**src/hdl/lad_pkg.sv**
```systemverilog
// ----------------------------------------------------------------------------
// lad_pkg
// Shared types and codes for the linear array deque.
// ----------------------------------------------------------------------------
package lad_pkg;

  localparam int unsigned DataWidth = 32;

  typedef enum logic [1:0] {
    OP_PUSH_REAR  = 2'd0,
    OP_POP_FRONT  = 2'd1,
    OP_PUSH_FRONT = 2'd2,
    OP_POP_REAR   = 2'd3
  } op_e;

  typedef enum logic [1:0] {
    ST_OK        = 2'd0,
    ST_OVERFLOW  = 2'd1,
    ST_UNDERFLOW = 2'd2,
    ST_NO_FRONT  = 2'd3
  } status_e;

  typedef struct packed {
    logic capture;
    logic execute;
  } lad_cmd_t;

endpackage

```
**src/hdl/lad_datapath.sv**
```systemverilog
// ----------------------------------------------------------------------------
// lad_datapath
// Slot memory, front/rear indices, empty mark and result register.
// ----------------------------------------------------------------------------
module lad_datapath #(
  parameter int unsigned DEPTH = 16
) (
  input  logic                        clk_i,
  input  logic                        rst_ni,
  input  lad_pkg::lad_cmd_t           cmd_i,
  input  logic [1:0]                  opcode_i,
  input  logic [lad_pkg::DataWidth-1:0] push_value_i,
  output logic [1:0]                  status_o,
  output logic [lad_pkg::DataWidth-1:0] popped_value_o
);
  import lad_pkg::*;

  localparam int unsigned IdxWidth = (DEPTH > 1) ? $clog2(DEPTH) : 1;
  localparam logic [IdxWidth-1:0] LastIdx = IdxWidth'(DEPTH - 1);

  logic [DataWidth-1:0] mem_q [DEPTH];
  logic [DataWidth-1:0] rd_data_q;
  logic [IdxWidth-1:0]  rd_addr;

  op_e                  op_q;
  logic [DataWidth-1:0] value_q;

  logic [IdxWidth-1:0]  head_q, head_d;
  logic [IdxWidth-1:0]  tail_q, tail_d;
  logic                 empty_q, empty_d;

  logic                 wr_en;
  logic [IdxWidth-1:0]  wr_addr;

  status_e              status_d, status_q;
  logic [DataWidth-1:0] popped_d, popped_q;

  assign rd_addr = (op_e'(opcode_i) == OP_POP_FRONT) ? head_q : tail_q;

  always_ff @(posedge clk_i) begin
    if (cmd_i.capture) begin
      rd_data_q <= mem_q[rd_addr];
      op_q      <= op_e'(opcode_i);
      value_q   <= push_value_i;
    end
    if (wr_en) begin
      mem_q[wr_addr] <= value_q;
    end
    if (cmd_i.execute) begin
      status_q <= status_d;
      popped_q <= popped_d;
    end
  end

  always_comb begin
    head_d   = head_q;
    tail_d   = tail_q;
    empty_d  = empty_q;
    wr_en    = 1'b0;
    wr_addr  = tail_q;
    status_d = ST_OK;
    popped_d = '0;
    unique case (op_q)
      OP_PUSH_REAR: begin
        if (empty_q) begin
          head_d  = '0;
          tail_d  = '0;
          empty_d = 1'b0;
          wr_en   = 1'b1;
          wr_addr = '0;
        end else if (tail_q == LastIdx) begin
          status_d = ST_OVERFLOW;
        end else begin
          tail_d  = tail_q + 1'b1;
          wr_en   = 1'b1;
          wr_addr = tail_q + 1'b1;
        end
      end
      OP_POP_FRONT: begin
        if (empty_q) begin
          status_d = ST_UNDERFLOW;
        end else begin
          popped_d = rd_data_q;
          if (head_q >= tail_q) begin
            head_d  = '0;
            tail_d  = '0;
            empty_d = 1'b1;
          end else begin
            head_d = head_q + 1'b1;
          end
        end
      end
      OP_PUSH_FRONT: begin
        if (empty_q || head_q == '0) begin
          status_d = ST_NO_FRONT;
        end else begin
          head_d  = head_q - 1'b1;
          wr_en   = 1'b1;
          wr_addr = head_q - 1'b1;
        end
      end
      OP_POP_REAR: begin
        if (empty_q) begin
          status_d = ST_UNDERFLOW;
        end else begin
          popped_d = rd_data_q;
          if (tail_q <= head_q) begin
            head_d  = '0;
            tail_d  = '0;
            empty_d = 1'b1;
          end else begin
            tail_d = tail_q - 1'b1;
          end
        end
      end
      default: begin
        status_d = ST_OK;
      end
    endcase
    if (!cmd_i.execute) begin
      wr_en   = 1'b0;
      head_d  = head_q;
      tail_d  = tail_q;
      empty_d = empty_q;
    end
  end

  always_ff @(posedge clk_i or negedge rst_ni) begin
    if (!rst_ni) begin
      head_q  <= '0;
      tail_q  <= '0;
      empty_q <= 1'b1;
    end else begin
      head_q  <= head_d;
      tail_q  <= tail_d;
      empty_q <= empty_d;
    end
  end

  assign status_o       = status_q;
  assign popped_value_o = popped_q;

endmodule

```
**src/hdl/lad_controller.sv**
```systemverilog
// ----------------------------------------------------------------------------
// lad_controller
// Sequences one word at a time: accept, execute, deliver.
// ----------------------------------------------------------------------------
module lad_controller (
  input  logic              clk_i,
  input  logic              rst_ni,
  input  logic              in_valid_i,
  output logic              in_ready_o,
  output logic              out_valid_o,
  input  logic              out_ready_i,
  output lad_pkg::lad_cmd_t cmd_o
);
  import lad_pkg::*;

  typedef enum logic [1:0] {
    S_IDLE,
    S_EXEC,
    S_OUT
  } state_e;

  state_e state_q;
  logic   out_valid_q;

  assign in_ready_o    = (state_q == S_IDLE);
  assign out_valid_o   = out_valid_q;
  assign cmd_o.capture = in_ready_o && in_valid_i;
  assign cmd_o.execute = (state_q == S_EXEC);

  always_ff @(posedge clk_i or negedge rst_ni) begin
    if (!rst_ni) begin
      state_q     <= S_IDLE;
      out_valid_q <= 1'b0;
    end else begin
      unique case (state_q)
        S_IDLE: begin
          if (in_valid_i) begin
            state_q <= S_EXEC;
          end
        end
        S_EXEC: begin
          state_q     <= S_OUT;
          out_valid_q <= 1'b1;
        end
        S_OUT: begin
          if (out_ready_i) begin
            state_q     <= S_IDLE;
            out_valid_q <= 1'b0;
          end
        end
        default: begin
          state_q     <= S_IDLE;
          out_valid_q <= 1'b0;
        end
      endcase
    end
  end

endmodule

```
**src/hdl/linear_array_deque_core.sv**
```systemverilog
// ----------------------------------------------------------------------------
// linear_array_deque_core
// Double-ended queue in a fixed, non-wrapping slot memory.
// ----------------------------------------------------------------------------
// Sequence: capture with slot read in S_IDLE, execute with index update and
//   result register in S_EXEC, and the output handshake in S_OUT, where a
//   sink that is not ready holds the word. A new input word is accepted only
//   after the output word has been taken.
// Reset: asynchronous; queue empty, both indices at 0, no output pending.
//   Slot contents are not cleared.
module linear_array_deque_core #(
  parameter int unsigned DEPTH = 16
) (
  input  logic                          clk_i,
  input  logic                          rst_ni,
  input  logic                          s_axis_tvalid,
  output logic                          s_axis_tready,
  input  logic [lad_pkg::DataWidth-1:0] s_axis_tdata,  // [31:0] push_value
  input  logic [1:0]                    s_axis_tuser,  // [1:0] opcode
  output logic                          m_axis_tvalid,
  input  logic                          m_axis_tready,
  output logic [lad_pkg::DataWidth-1:0] m_axis_tdata,  // [31:0] popped_value
  output logic [1:0]                    m_axis_tuser   // [1:0] status
);
  import lad_pkg::*;

  lad_cmd_t cmd;

  lad_controller u_ctrl (
    .clk_i       (clk_i),
    .rst_ni      (rst_ni),
    .in_valid_i  (s_axis_tvalid),
    .in_ready_o  (s_axis_tready),
    .out_valid_o (m_axis_tvalid),
    .out_ready_i (m_axis_tready),
    .cmd_o       (cmd)
  );

  lad_datapath #(
    .DEPTH (DEPTH)
  ) u_dp (
    .clk_i          (clk_i),
    .rst_ni         (rst_ni),
    .cmd_i          (cmd),
    .opcode_i       (s_axis_tuser),
    .push_value_i   (s_axis_tdata),
    .status_o       (m_axis_tuser),
    .popped_value_o (m_axis_tdata)
  );

endmodule

```
**config.mk**
```make
export PLATFORM = sky130hd
export DESIGN_NAME = linear_array_deque_core
export DESIGN_NICKNAME = d
export VERILOG_FILES = /design/src/hdl/lad_pkg.sv /design/src/hdl/lad_datapath.sv /design/src/hdl/lad_controller.sv /design/src/hdl/linear_array_deque_core.sv
export SDC_FILE = /design/constraint.sdc
export NUM_CORES = 1
export LEC_CHECK = 0
export ABC_AREA = 1
export BUFFER_PORTS_ARGS = -buffer_cell sky130_fd_sc_hd__buf_4
export CAP_MARGIN = 20
export CORE_MARGIN = 2
export CORE_UTILIZATION = 41
export CTS_CLUSTER_DIAMETER = 60
export DETAILED_ROUTE_END_ITERATION = 10
export MAX_ROUTING_LAYER = met4
export PLACE_DENSITY = 0.58
export SLEW_MARGIN = 20
export SYNTH_ARGS = -nofsm -noshare
export SYNTH_HDL_FRONTEND = slang
export SYNTH_SLANG_ARGS = --single-unit
```
**constraint.sdc**
```tcl
create_clock -name clk_i -period 6.25 [get_ports clk_i]
set_input_delay 0.3125 -clock clk_i [delete_from_list [all_inputs] [get_ports clk_i]]
set_output_delay 0.3125 -clock clk_i [all_outputs]
set_load 0.02 [all_outputs]
```
==> flow_summary.ini <==
[logic_synthesis]
yosysMostFrequentCell = nand2_1
synth-warning-count = 0
ys_types = 29
synth-main-ff-cell = edfxtp_1
syn_nets = 2528
synth_edf_count = 612
synth.top_cell.area_share_pct = 69.1
synth_area_leaders = edfxtp_1, nand2_1, nand3_1
synth.avg_cell_area_um2 = 10.7
syn_area_um2 = 26600
yosysSeqAreaShare_pct = 70.3
async_flop_share_pct = 1.92
ys_ff_latch = 624
yosysTopAreaCell = edfxtp_1
synth_common_cells = nand2_1, edfxtp_1, inv_1, nand3_1, buf_2
synth_cells = 2476

[sta]
slew-limit-headroom_pct = 31.0
setup_slack_ns = 2.93
fin_crit_ns = 3.32
rsz0062_at_grt = no
timing.hold.ws_ns = 0.0999
max_freq_mhz = 301
tightest_slew_ns = 1.03
slew_viol_final = 0
setup_tns_ns = 0
finClkSkew_ns = 0.0213
post-route-period-util_pct = 53.1
finalHoldViolCount = 0
setup_viol = 0

[global_routing]
grt_pass1_vias = 16700
grt.overflow.total = 0
grt_antenna_before_repair = 0
grt_pass1_wl_um = 93900
grtUsageMet1_pct = 23.4
grt_max_degree = 129
grtUsageMet2_pct = 31.8
busiest_layer = met2
use_met3_pct = 2.35
grt_use_total_pct = 18.8

[worst_setup_path]
required_ns = 6.49
r2r_start = u_dp.head_q[1]$_DFFE_PN0P_
worst_path_largest_cell_delay_ns = 0.53
worstSetupEndpointType = flop
reg2reg_setup_slack_ns = 2.93
r2r-end = u_dp.mem_q[1][22]$_DFFE_PP_
crit_top_cell = nand2_1
cp-start-kind = flop
cp_max_fo = 19
crit_type = flop to flop
startpoint = u_dp.head_q[1]$_DFFE_PN0P_
critPathSlowestCell = nor2_4
cp_cell_sequence = inv_1 > ha_1 > nand3_1 > nand2_1 > nand2_2 > nand2_1 > nand2_1 > nand2_1 > nor2_1 > nand2_1 > nor2_4 > buf_4
worstPathArrival_ns = 3.56
critPathCapture = u_dp.mem_q[1][22]$_DFFE_PP_
worstRegToRegCells = 12

[finish]
n_antenna_cell = 0
area_growth_pct = 15.7
fin_cells = 3476
n_fill_cell = 5768
multi_input_area_um2 = 5620
drive_gt1_share_pct = 8.70
final_area_um2 = 30700
layout.area.seq_um2 = 18700
post-route-util_pct = 47.9
fin_nets = 2628

[power_and_ir_drop]
p_int_mw = 7.96
total_power_mw = 11.5
p_per_area_nw_per_um2 = 373
share_comb_of_total_power_pct = 20.6
irDropWorstVdd_v = 0.000307
p_leak_nw = 12.7
pwr-share-seq_pct = 46.7
p_clk_share_pct = 32.7
switchingPower_mw = 3.51
swShare_pct = 30.6

[clock_tree]
cts_sinks = 624
root_buffer = clkbuf_16
htreeDepth = 3
clk_pin_slew_worst_paths_ns = 0.06
numCtsBuffers = 67
worst_skew_pair.late_latency_ns = 0.59
cts_tree = built
cts-resized-gates = 0
clk_path_buf_depth = 3

[placement]
hpwl_um = 34100
placed_cells = 3323
place_congestion = 0.907
dpl-instance-area_um2 = 28300
pre_cts_ws_ns = 2.87
io_buffers = 73

[route]
finalWirelength_um = 60200
viasPerCell = 4.82
drtAntennaViolNets = 0
wire_per_inst_um = 17.3
drt_pass1_iterations = 6
drtIter0Drc = 1410
drc = 0
vias = 16800

[floorplanning]
die_h_um = 259
start_util_pct = 41.4
num_rows = 93
core_um2 = 64200
dieArea_um2 = 66900
fp.dieW_um = 259
io_pins = 74

[run]
max_cap_viol_count = 0

[outcome]
status = completed

[worst_hold_path]
min_path_type = input port to async pin
[area by class of cell]
cell class / count / area share (%)
clock buffers: 86 / 5.86
flip-flops and latches: 624 / 60.7
well taps: 855 / 3.48
clock inverters: 28 / 0.789
inverters: 509 / 6.21
multi-input cells: 1233 / 18.3
repair buffers: 141 / 4.64
[critical path: cells and delay by family, from the launching register on]
kind,cells,cell delay [ns]
simple gates,9,1.62
fa+ha+maj,1,0.23
flops,1,0.51
buf+inv,2,0.57
[worst min path at each step]
stage | endpoint
after floorplan | u_ctrl.out_valid_o$_DFFE_PN0P_
after global placement | u_ctrl.state_q[0]$_DFFE_PN0P_
after detailed placement | u_ctrl.state_q[0]$_DFFE_PN0P_
after CTS | u_dp.tail_q[1]$_DFFE_PN0P_
after global routing | u_dp.head_q[0]$_DFFE_PN0P_
final | u_dp.tail_q[1]$_DFFE_PN0P_
[per-layer routing]
metal	part of all wire, %	vias up
li1	-	8206
met2	50	409
met1	43	8060
met4	2.5	0
met3	4.5	93
met5	0	-
[power by group through the flow]
| stage | Sequential (mW) | Clock (mW) | Combinational (mW) |
|---|---|---|---|
| floorplan | 5.39 | 0 | 1.59 |
| global placement | 5.43 | 0 | 2.32 |
| detailed placement | 5.44 | 0 | 2.36 |
| CTS | 5.36 | 3.84 | 2.39 |
| global route | 5.40 | 4.01 | 2.65 |
| finish | 5.35 | 3.76 | 2.36 |
[cell usage in the layout (no fill, tap or decap), drive strengths merged, types with 16 or more instances in the layout]
cell,n
clkbuf,86
dlygate4sd3,37
edfxtp,612
nand2,665
nor2,68
clkinv,22
nand3,441
buf,104
inv,511
o21ai,16
[registers in the layout, indices dropped and copies added, names as in the netlist]
signal / count
u_dp.mem_q: 512
u_dp.popped_value_o: 32
u_dp.rd_data_q: 32
u_dp.value_q: 32
u_dp.head_q: 4
u_dp.tail_q: 4
u_ctrl.state_q: 2
u_dp.op_q: 2
u_dp.status_o: 2
u_ctrl.out_valid_o: 1
u_dp.empty_q: 1
[logic make-up after synthesis]
| group | share of synthesized area (%) |
|---|---|
| AND/OR/NAND/NOR | 19.0 |
| flip-flops | 70.3 |
| buffers and inverters | 9.33 |
| AO/OA/AOI/OAI | 0.541 |
| adder cells (fa/ha/maj) | 0.659 |
| XOR/XNOR | 0.165 |
[repair_timing]
action                                 in CTS  in global routing
hold buffers                               37                  0
endpoints found under the hold margin      49                  0
setup buffers                               0                  0
No activity file was read; power rests on OpenSTA's default activity.
